===== config.mk =====
export PLATFORM = sky130hd
export DESIGN_NAME = selection_reconciler_top
export DESIGN_NICKNAME = d
export VERILOG_FILES = /design/src/rtl/selr_pkg.sv /design/src/rtl/selr_mod.sv /design/src/rtl/selection_reconciler_top.sv
export SDC_FILE = /design/constraint.sdc
export NUM_CORES = 1
export LEC_CHECK = 0
export ABC_AREA = 1
export CAP_MARGIN = 20
export CORE_MARGIN = 2
export CORE_UTILIZATION = 40
export DETAILED_ROUTE_END_ITERATION = 8
export DONT_BUFFER_PORTS = 1
export PLACE_DENSITY = 0.59
export SETUP_SLACK_MARGIN = 0.5
export SYNTH_ARGS = -nofsm -noshare
export SYNTH_HDL_FRONTEND = slang
export SYNTH_SLANG_ARGS = --single-unit

===== constraint.sdc =====
create_clock -name clk -period 8.4 [get_ports clk]
set_input_delay 0.42 -clock clk [delete_from_list [all_inputs] [get_ports clk]]
set_output_delay 0.42 -clock clk [all_outputs]
set_load 0.02 [all_outputs]

===== src/rtl/selr_pkg.sv =====
`timescale 1ns / 1ps

package selr_pkg;

    localparam int unsigned IDX_W   = 8;
    localparam int unsigned STEP_W  = 32;
    localparam int unsigned REQ_W   = 2;
    localparam int unsigned CFG_A_W = 1;
    localparam int unsigned CFG_D_W = 8;

    localparam logic [IDX_W-1:0] STALE_LIMIT_RST = 8'd3;
    localparam logic [IDX_W-1:0] COUNTER_MAX     = 8'd255;

    typedef enum logic [REQ_W-1:0] {
        REQ_MOVE      = 2'd0,
        REQ_COMMIT    = 2'd1,
        REQ_TELEMETRY = 2'd2,
        REQ_NONE      = 2'd3
    } req_t;

    typedef enum logic [CFG_A_W-1:0] {
        CFG_PROFILE_COUNT = 1'd0,
        CFG_STALE_LIMIT   = 1'd1
    } cfg_addr_t;

    typedef enum logic [1:0] {
        ST_IDLE,
        ST_PREP,
        ST_DIV,
        ST_DONE
    } state_t;

endpackage


===== src/rtl/selr_mod.sv =====
`timescale 1ns / 1ps

// Restoring remainder unit: one dividend bit per cycle.
module selr_mod (
    input  logic                          clk,
    input  logic                          rst_n,
    input  logic                          start,
    input  logic [selr_pkg::STEP_W-1:0]   dividend,
    input  logic [selr_pkg::IDX_W-1:0]    divisor,
    output logic                          done,
    output logic [selr_pkg::IDX_W-1:0]    remainder
);

    localparam int unsigned CNT_W = $clog2(selr_pkg::STEP_W);
    localparam logic [CNT_W-1:0] CNT_LAST = CNT_W'(selr_pkg::STEP_W - 1);

    logic [selr_pkg::STEP_W-1:0] dvd_reg;
    logic [selr_pkg::IDX_W-1:0]  dvs_reg;
    logic [selr_pkg::IDX_W-1:0]  rem_reg;
    logic [CNT_W-1:0]            cnt_reg;
    logic                        busy_reg;
    logic                        done_reg;

    logic [selr_pkg::IDX_W:0]    rem_shift;
    logic [selr_pkg::IDX_W:0]    rem_sub;
    logic [selr_pkg::IDX_W-1:0]  rem_next;

    always_comb
    begin
        rem_shift = {rem_reg, dvd_reg[selr_pkg::STEP_W-1]};
        rem_sub   = rem_shift - {1'b0, dvs_reg};
        // remainder stays below the divisor, so it fits back in IDX_W bits
        if (rem_shift >= {1'b0, dvs_reg})
        begin
            rem_next = rem_sub[selr_pkg::IDX_W-1:0];
        end
        else
        begin
            rem_next = rem_shift[selr_pkg::IDX_W-1:0];
        end
    end

    always_ff @(posedge clk or negedge rst_n)
    begin
        if (!rst_n)
        begin
            busy_reg <= 1'b0;
            done_reg <= 1'b0;
            cnt_reg  <= '0;
        end
        else
        begin
            done_reg <= 1'b0;
            if (start)
            begin
                busy_reg <= 1'b1;
                cnt_reg  <= '0;
            end
            else if (busy_reg)
            begin
                cnt_reg <= cnt_reg + 1'b1;
                if (cnt_reg == CNT_LAST)
                begin
                    busy_reg <= 1'b0;
                    done_reg <= 1'b1;
                end
            end
        end
    end

    always_ff @(posedge clk)
    begin
        if (start)
        begin
            dvd_reg <= dividend;
            dvs_reg <= divisor;
            rem_reg <= '0;
        end
        else if (busy_reg)
        begin
            dvd_reg <= {dvd_reg[selr_pkg::STEP_W-2:0], 1'b0};
            rem_reg <= rem_next;
        end
    end

    assign done      = done_reg;
    assign remainder = rem_reg;

endmodule


===== src/rtl/selection_reconciler_top.sv =====
`timescale 1ns / 1ps

// Move item with nonzero profile count: passes PREP, DIV and DONE states; DIV waits on
//   the 32-step remainder unit (one dividend bit per cycle).
// Other items go straight to DONE. The next item is taken once the result is in the
//   output register; in_stall stays high until then, also while the output is stalled.
// Reset (rst_n low, async): shown/wanted/pending/stale counter cleared, profile_count 0,
//   stale_limit 3, output register empty.
module selection_reconciler_top (
    input  logic                            clk,
    input  logic                            rst_n,
    input  logic                            cfg_we,
    input  logic [selr_pkg::CFG_A_W-1:0]    cfg_index,
    input  logic [selr_pkg::CFG_D_W-1:0]    cfg_data,
    input  logic                            in_valid,
    output logic                            in_stall,
    input  logic [selr_pkg::REQ_W-1:0]      req_type,
    input  logic signed [selr_pkg::STEP_W-1:0] step_count,
    input  logic [selr_pkg::IDX_W-1:0]      index_value,
    output logic                            out_valid,
    input  logic                            out_stall,
    output logic [selr_pkg::IDX_W-1:0]      next_index,
    output logic                            no_choice,
    output logic [selr_pkg::IDX_W-1:0]      shown_index,
    output logic                            command_pending
);

    localparam int unsigned SUM_W = selr_pkg::STEP_W + 2;

    selr_pkg::state_t state_reg, state_next;

    logic [selr_pkg::IDX_W-1:0]  profile_count_reg;
    logic [selr_pkg::IDX_W-1:0]  stale_limit_reg;

    logic [selr_pkg::IDX_W-1:0]  shown_reg, shown_next;
    logic [selr_pkg::IDX_W-1:0]  wanted_reg, wanted_next;
    logic                        pending_reg, pending_next;
    logic [selr_pkg::IDX_W-1:0]  stale_cnt_reg, stale_cnt_next;

    selr_pkg::req_t              req_reg;
    logic [selr_pkg::STEP_W-1:0] step_reg;
    logic [selr_pkg::IDX_W-1:0]  idx_reg;

    logic                        out_valid_reg, out_valid_next;
    logic [selr_pkg::IDX_W-1:0]  next_index_reg;
    logic                        no_choice_reg;
    logic [selr_pkg::IDX_W-1:0]  shown_out_reg;
    logic                        pending_out_reg;

    logic                        in_xfer;
    logic                        div_start;
    logic                        load_out;
    logic                        div_done;
    logic [selr_pkg::IDX_W-1:0]  div_rem;

    logic [SUM_W-1:0]            sum_s;
    logic [SUM_W-1:0]            sum_neg;
    logic                        sum_is_neg;
    logic [selr_pkg::STEP_W-1:0] sum_mag;
    logic [selr_pkg::IDX_W-1:0]  wrap_index;
    logic [selr_pkg::IDX_W-1:0]  cnt_inc;
    logic                        is_move;
    logic                        move_none;

    assign in_xfer   = in_valid && !in_stall;
    assign is_move   = (req_reg == selr_pkg::REQ_MOVE);
    assign move_none = (profile_count_reg == '0);

    // configuration
    always_ff @(posedge clk or negedge rst_n)
    begin
        if (!rst_n)
        begin
            profile_count_reg <= '0;
            stale_limit_reg   <= selr_pkg::STALE_LIMIT_RST;
        end
        else if (cfg_we)
        begin
            case (selr_pkg::cfg_addr_t'(cfg_index))
                selr_pkg::CFG_PROFILE_COUNT: profile_count_reg <= cfg_data;
                selr_pkg::CFG_STALE_LIMIT:   stale_limit_reg   <= cfg_data;
                default: ;
            endcase
        end
    end

    // signed sum of shown index and steps, split into sign and magnitude
    always_comb
    begin
        sum_s      = {{2{step_reg[selr_pkg::STEP_W-1]}}, step_reg}
                   + {{(SUM_W - selr_pkg::IDX_W){1'b0}}, shown_reg};
        sum_neg    = '0 - sum_s;
        sum_is_neg = sum_s[SUM_W-1];
        sum_mag    = sum_is_neg ? sum_neg[selr_pkg::STEP_W-1:0]
                                : sum_s[selr_pkg::STEP_W-1:0];
    end

    selr_mod u_mod (
        .clk       (clk),
        .rst_n     (rst_n),
        .start     (div_start),
        .dividend  (sum_mag),
        .divisor   (profile_count_reg),
        .done      (div_done),
        .remainder (div_rem)
    );

    // truncated remainder of a negative sum folds to the non-negative residue
    always_comb
    begin
        if (sum_is_neg && (div_rem != '0))
        begin
            wrap_index = profile_count_reg - div_rem;
        end
        else
        begin
            wrap_index = div_rem;
        end
    end

    // next state
    always_comb
    begin
        state_next = state_reg;
        case (state_reg)
            selr_pkg::ST_IDLE:
            begin
                if (in_xfer)
                begin
                    if ((selr_pkg::req_t'(req_type) == selr_pkg::REQ_MOVE)
                        && (profile_count_reg != '0))
                    begin
                        state_next = selr_pkg::ST_PREP;
                    end
                    else
                    begin
                        state_next = selr_pkg::ST_DONE;
                    end
                end
            end
            selr_pkg::ST_PREP: state_next = selr_pkg::ST_DIV;
            selr_pkg::ST_DIV:
            begin
                if (div_done)
                begin
                    state_next = selr_pkg::ST_DONE;
                end
            end
            selr_pkg::ST_DONE:
            begin
                if (!out_valid_reg || !out_stall)
                begin
                    state_next = selr_pkg::ST_IDLE;
                end
            end
            default: state_next = selr_pkg::ST_IDLE;
        endcase
    end

    // state machine outputs
    always_comb
    begin
        in_stall  = 1'b1;
        div_start = 1'b0;
        load_out  = 1'b0;
        case (state_reg)
            selr_pkg::ST_IDLE: in_stall  = 1'b0;
            selr_pkg::ST_PREP: div_start = 1'b1;
            selr_pkg::ST_DIV:  ;
            selr_pkg::ST_DONE: load_out  = !out_valid_reg || !out_stall;
            default: ;
        endcase
    end

    // selection state update, applied when the result is loaded
    always_comb
    begin
        shown_next     = shown_reg;
        wanted_next    = wanted_reg;
        pending_next   = pending_reg;
        stale_cnt_next = stale_cnt_reg;
        cnt_inc        = (stale_cnt_reg == selr_pkg::COUNTER_MAX) ? stale_cnt_reg
                                                                  : stale_cnt_reg + 1'b1;
        case (req_reg)
            selr_pkg::REQ_COMMIT:
            begin
                shown_next     = idx_reg;
                wanted_next    = idx_reg;
                pending_next   = 1'b1;
                stale_cnt_next = '0;
            end
            selr_pkg::REQ_TELEMETRY:
            begin
                if (!pending_reg)
                begin
                    shown_next = idx_reg;
                end
                else if ((idx_reg == wanted_reg) || (cnt_inc >= stale_limit_reg))
                begin
                    shown_next     = idx_reg;
                    wanted_next    = idx_reg;
                    pending_next   = 1'b0;
                    stale_cnt_next = '0;
                end
                else
                begin
                    stale_cnt_next = cnt_inc;
                end
            end
            default: ;
        endcase
    end

    assign out_valid_next = load_out || (out_valid_reg && out_stall);

    always_ff @(posedge clk or negedge rst_n)
    begin
        if (!rst_n)
        begin
            state_reg     <= selr_pkg::ST_IDLE;
            shown_reg     <= '0;
            wanted_reg    <= '0;
            pending_reg   <= 1'b0;
            stale_cnt_reg <= '0;
            out_valid_reg <= 1'b0;
        end
        else
        begin
            state_reg     <= state_next;
            out_valid_reg <= out_valid_next;
            if (load_out)
            begin
                shown_reg     <= shown_next;
                wanted_reg    <= wanted_next;
                pending_reg   <= pending_next;
                stale_cnt_reg <= stale_cnt_next;
            end
        end
    end

    always_ff @(posedge clk)
    begin
        if (in_xfer)
        begin
            req_reg  <= selr_pkg::req_t'(req_type);
            step_reg <= step_count;
            idx_reg  <= index_value;
        end
        if (load_out)
        begin
            next_index_reg  <= (is_move && !move_none) ? wrap_index : '0;
            no_choice_reg   <= is_move && move_none;
            shown_out_reg   <= shown_next;
            pending_out_reg <= pending_next;
        end
    end

    assign out_valid       = out_valid_reg;
    assign next_index      = next_index_reg;
    assign no_choice       = no_choice_reg;
    assign shown_index     = shown_out_reg;
    assign command_pending = pending_out_reg;

    a_none_zero: assert property (@(posedge clk) disable iff (!rst_n)
        out_valid_reg && no_choice_reg |-> next_index_reg == '0)
        else $error("no_choice result carries a nonzero index");

    a_div_in_state: assert property (@(posedge clk) disable iff (!rst_n)
        div_done |-> state_reg == selr_pkg::ST_DIV)
        else $error("remainder unit finished outside the divide state");

    a_stale_pending: assert property (@(posedge clk) disable iff (!rst_n)
        stale_cnt_reg != '0 |-> pending_reg)
        else $error("stale counter running with no command pending");

    a_xfer_busy: assert property (@(posedge clk) disable iff (!rst_n)
        in_xfer |=> state_reg != selr_pkg::ST_IDLE)
        else $error("block idle right after an input transfer");

    a_load_done: assert property (@(posedge clk) disable iff (!rst_n)
        load_out |=> out_valid_reg && state_reg == selr_pkg::ST_IDLE)
        else $error("result load did not fill output register");

endmodule


# Word level (Yosys, flattened, before mapping)
# Cells that the tools add are included.
[word_totals]
word_cells = 102
in_bits = 56
register_bits = 159
out_inout_bits = 20
[op_classes]
mux = 34
add_sub_neg = 6
bitwise = 1
n_lt_le_gt_ge = 2
n_reduce_logical = 25
eq_ne = 13
[ops]
columns = ["cell", "count"]
rows = [
  ["two-way mux 32 bit", 3],
  ["two-way mux 8 bit", 9],
  ["case mux 8 bit (2 select lines)", 3],
  ["adder 32 x 9 -> 33 bit", 1],
  ["subtractor 1 x 32 -> 32 bit, first input constant", 1],
  ["nonzero test 8 bit", 2],
  ["subtractor 8 bit", 2],
  ["two-way mux 1 bit", 11],
  ["two-way mux 5 bit", 2],
  [">= comparator 9 x 8 -> 1 bit", 1],
  ["adder 8 x 1 -> 8 bit, second input constant", 1],
  ["equality test 8 bit", 1],
  ["equality test 8 bit, second input constant", 1],
  [">= comparator 8 bit", 1],
  ["zero test 8 bit", 1],
  ["two-way mux 2 bit", 4],
  ["!= test 2 bit, second input constant", 4],
  ["case mux 2 bit (4 select lines)", 1],
  ["equality test 2 bit, second input constant", 3],
  ["logical AND 1 bit", 6],
  ["zero test 2 bit", 3],
  ["AND reduction 3 bit", 2],
  ["adder 5 x 1 -> 5 bit, second input constant", 1],
  ["equality test 5 bit, second input constant", 1],
  ["9 further kinds", 16],
]

# Logic depth before layout (Yosys ltp)
[depth]
depth_word = 7
depth_mapped = 22

# Cells and area by module
# A second synthesis with hierarchy kept.
[unflattened]
hier_cells = 1278
hier_area_um2 = 10008.3
[by_module_without_submodules]
columns = ["module", "cells_each", "area_per_inst_um2", "instances"]
rows = [
  ["selection_reconciler_top", 968, 7240.7, 1],
  ["selr_mod", 310, 2767.7, 1],
]

# Least setup slack after synthesis
# No wires, ideal clock.
[synth_path]
path_type = "register to register"
startpoint = "reg stale_cnt_reg[0] in the netlist's numbering"
endpoint = "reg shown_out_reg, in the netlist shown_index[0] (data pin)"
setup_slack_ps = 5200
arrival_ps = 2931
period_less_slack_ps = 3200
path_buffers = 1
path_stages_with_launch = 21
setup_ps = 269
cell_sequence = "dfrtp_1 -> ha_1 -> nand2_1 -> nor3_1 -> inv_1 -> nor2_1 -> inv_1 -> nor2_1 -> nor3_1 -> xor2_1 -> ha_1 -> nand2_1 -> nor2_1 -> nand4_1 -> o2111ai_1 -> nor2_1 -> nand2_1 -> clkbuf_1 -> a21oi_1 -> o21ai_0 -> a21boi_0"
[synth_between]
elab_chain_len = 7
elab_cells_between_ends = 8
classes_between = "add/sub: 1; order compare: 1; eq/ne: 1; mux: 4; reduce/logical: 1"
[synth_rtl]
columns = ["item", "line_no", "rtl"]
rows = [
  ["start, declared", "selection_reconciler_top.sv:38", "logic [selr_pkg::IDX_W-1:0] stale_cnt_reg, stale_cnt_next;"],
  ["start signal, assigned", "selection_reconciler_top.sv:236", "stale_cnt_reg <= stale_cnt_next;"],
  ["adder 8 x 1 -> 8 bit or equality test 8 bit (tied branches)", "selection_reconciler_top.sv:183, selection_reconciler_top.sv:182", ""],
  ["two-way mux 8 bit *", "selection_reconciler_top.sv:182", "cnt_inc = (stale_cnt_reg == selr_pkg::COUNTER_MAX) ? stale_cnt_reg"],
  [">= comparator 8 bit *", "selection_reconciler_top.sv:198", "else if ((idx_reg == wanted_reg) || (cnt_inc >= stale_limit_reg))"],
  ["logical OR 1 bit *", "selection_reconciler_top.sv:198", ""],
  ["two-way mux 8 bit *", "selection_reconciler_top.sv:198", ""],
  ["two-way mux 8 bit *", "selection_reconciler_top.sv:194", "if (!pending_reg)"],
  ["case mux 8 bit (2 select lines) *", "selection_reconciler_top.sv:184", "case (req_reg)"],
  ["named net shown_next (one bit)", "selection_reconciler_top.sv:35", "logic [selr_pkg::IDX_W-1:0] shown_reg, shown_next;"],
  ["end signal, assigned", "selection_reconciler_top.sv:253", "shown_out_reg <= shown_next;"],
  ["end, declared", "selection_reconciler_top.sv:47", "logic [selr_pkg::IDX_W-1:0] shown_out_reg;"],
]
# Mark *: on every way through the listed nets, which the timed path passes. The rest lies on a longest branch.
# A chain may end at the register's enable or synchronous reset.

# Worst setup path in the final report
[layout_path]
startpoint = "reg stale_cnt_reg[0] in the netlist's numbering"
endpoint = "reg shown_out_reg, in the netlist shown_index[4] (data pin)"
# Same word-level chain as after synthesis.

==> metrics.txt <==
fin crit share=a little over two fifths; routed vias=7892; First DRT Iteration DRCs=~540; RSZ-0062 raised after global routing=false; Reg-to-Reg End=shown_index[4]; Worst-path clk slew=0.07 ns; core area=24180 um^2; most used flip-flop cell after synthesis=edfxtp_1; fmax=0.2753 GHz; Cell Area, Synth=9781 um^2; skew final=0.01357 ns; reg2reg setup slack=approximately 4.8 ns; post-synthesis instance total=1238; final setup fails=0; Rel. slew slack=64.76%; Pint=around 2.1 mW; Comb pwr share=40.6%; depth of the worst register-to-register path=18; CP Capture Type=flop; pin count of the biggest net entering global routing=52; initial antenna violation count=0; Net Sw Power=approximately 1.5 mW; vias per inst=4.995; Max Slew Vio Count=0; ant diodes=0; storage element area=4442 um^2; Slew @ Worst Pin=0.5285 ns; Die W=160.4 um; clk_lat worst skew=0.43 ns; hpwl dp=around 16 mm; share of cells above drive strength 1=under 10%; crit path max fanout=17; Leak=5.006 nW; CTS Buffer Depth=2; Worst Setup EP=shown_index[4]; I/O pins=76; Port Buf Inserts=0; Tmin final=3.632 ns; WL final=approximately 22 mm; CP Class=reg2reg; final hold vios=0; CTS resizes=0; Placed Area=10110 um^2; die area=25720 um^2; Fin Setup TNS=0 ns; Crit. Startpoint=stale_cnt_reg[0]; area grow syn2layout=9.991%; Yosys cell types=46; clk sink count=159; #FFs+latches synth=around 160; sequential share of power=a little under two fifths; peak supply drop=0.1296 mV; # rows=57; CTS Buf Count=17; Worst EP arrival=3.79 ns; sw frac=40.96%; Starting Density=40.45%; hold crit path type=in2reg; sequential element share of the synthesized area=45.41%; Post-Syn Nets=roughly 1300; Final Instance Area=10760 um^2; Req. time, crit path=8.55 ns; total track usage=~18%; clk root buf=clkbuf_16; wire per inst=13.86 um; max-cap check violation count=0; RD Place Congestion=~0.85; antenna violation net count after detailed routing=0; first-pass GRT wire length=~37 mm; drt drc=0; PwrDens=331.0 nW/um^2; RR Startpoint=stale_cnt_reg[0]; Syn Area/Cell=about 8 um^2; total global routing overflow=0; highest-count cells in the layout ignoring fill and taps=376 x nand2_1, 160 x inv_1, 100 x edfxtp_1, 84 x nand3_1, 82 x nor2_1; H-tree levels=4; YS warnings=0; status=finished clean; number of global-route vias before repair=7341; EDFF count, synth=100; Final Net Count=1345; Filler cells=~2400; Worst setup SP type=flop; ys async rst share=between 30% and 40%; TritonCTS clock tree=done; Pre-Repair DR Iteration Count=5; footprint of the multi-input gates=4604 um^2; Chip Height=160.4 um; Clock power frac=21.5%; most common cell after layout, fill and taps aside=nand2_1
[routing by layer]
layer	routed length [um]	up-vias	track usage, %	share of wire (%)
met5	0	-	0	0
met4	316	0	5.078	1.4
met3	853	22	3.306	3.9
met2	9689	175	27.84	44
met1	11040	3616	25.21	50
li1	-	4079	-	-
[repair_timing]
action	4_1_cts	5_1_grt
endpoints found under the hold margin	51	0
buffers inserted	0	0
hold buffers	2	0
[worst max-delay path, cell delays in order (launching register included)]
cell       delay, ns
dfrtp_1         0.40
ha_1            0.19
nand2_1         0.09
nor3_1          0.23
inv_1           0.07
nor2_1          0.12
inv_1           0.07
nor2_1          0.35
nor3_1          0.09
a21oi_1         0.17
ha_1            0.27
a21oi_1         0.14
o21ai_0         0.09
nand2_1         0.06
o2111ai_1       0.10
nor2_1          0.15
nand2_1         0.33
o21ai_0         0.33
a21boi_0        0.12
[synth_stat cells, types with 5 or more instances]
| master | number | area [um^2] |
|---|---|---|
| xor2_1 | 21 | 183.9 |
| nand3b_1 | 8 | 60.06 |
| dfxtp_1 | 8 | 160.2 |
| ha_1 | 43 | 538.0 |
| clkbuf_1 | 14 | 52.55 |
| nand2_1 | 376 | 1411 |
| o22ai_1 | 13 | 81.33 |
| or2_2 | 12 | 75.07 |
| nor2_2 | 12 | 75.07 |
| inv_1 | 161 | 604.3 |
| nor4_1 | 5 | 31.28 |
| nor2_1 | 82 | 307.8 |
| nor3_1 | 19 | 95.09 |
| o21ai_0 | 76 | 380.4 |
| a21oi_1 | 51 | 255.2 |
| dfrtp_1 | 49 | 1226 |
| nand2_2 | 19 | 118.9 |
| o21ai_1 | 5 | 25.02 |
| a21boi_0 | 8 | 60.06 |
| nand4_1 | 18 | 112.6 |
| nand3_2 | 5 | 50.05 |
| edfxtp_1 | 100 | 3003 |
| xnor2_1 | 13 | 113.9 |
| nand3_1 | 84 | 420.4 |
[through the flow]
stage / instances / util (%) / total power [mW] / setup slack, ns / hold slack (ns)
6_report: 1580 / 44.50 / 3.561 / 4.768 / 0.08267
5_1_grt: 1580 / 44.50 / 3.873 / 4.241 / 0.05551
4_1_cts: 1579 / 44.38 / 3.579 / 4.748 / 0.06364
3_5_place_dp: 1545 / 41.84 / 2.795 / 4.733 / 0.1262
3_3_place_gp: 1545 / 41.84 / 2.770 / 4.836 / 0.1262
2_1_floorplan: 1238 / - / 2.464 / 5.200 / 0.1244
[how the worst min path moves through the flow]
stage / startpoint / endpoint / cells after the start
2_1_floorplan: rst_n / out_valid / 0
3_3_place_gp: rst_n / shown_reg[6] / 0
3_5_place_dp: rst_n / shown_reg[6] / 0
4_1_cts: index_value[4] / idx_reg[4] / 0
5_1_grt: index_value[4] / idx_reg[4] / 0
6_report: index_value[6] / idx_reg[6] / 0
[cell type report]
cell class                 instances  share of cell area, %
multi-input combinational        891                  42.80
clock inverter                    15                  1.419
clock buffer                      17                  3.954
inverter                         166                  5.815
tap                              324                  3.768
sequential                       159                  41.29
timing repair buffer               8                 0.9537
[kinds of logic (layout without fill, tap and decap cells)]
group / count (synthesis) / after routing / share of synthesized area (%)
buffers and inverters: 188 / 206 / 7.509
xor gates and xnor gates: 34 / 34 / 3.045
DFF: 159 / 159 / 45.41
and+or+nand+nor: 647 / 647 / 28.86
AOI/OAI and AO/OA: 164 / 164 / 9.057
adders and majority gates: 46 / 46 / 6.115
[power groups by stage]
stage | Clock, mW | Sequential, mW | Combinational, mW
after floorplan | 0 | 1.31 | 1.15
after global placement | 0 | 1.36 | 1.41
after detailed placement | 0 | 1.37 | 1.43
after CTS | 0.784 | 1.35 | 1.44
after global routing | 0.816 | 1.38 | 1.67
final | 0.765 | 1.35 | 1.45
(Power assumes the default switching activity.)
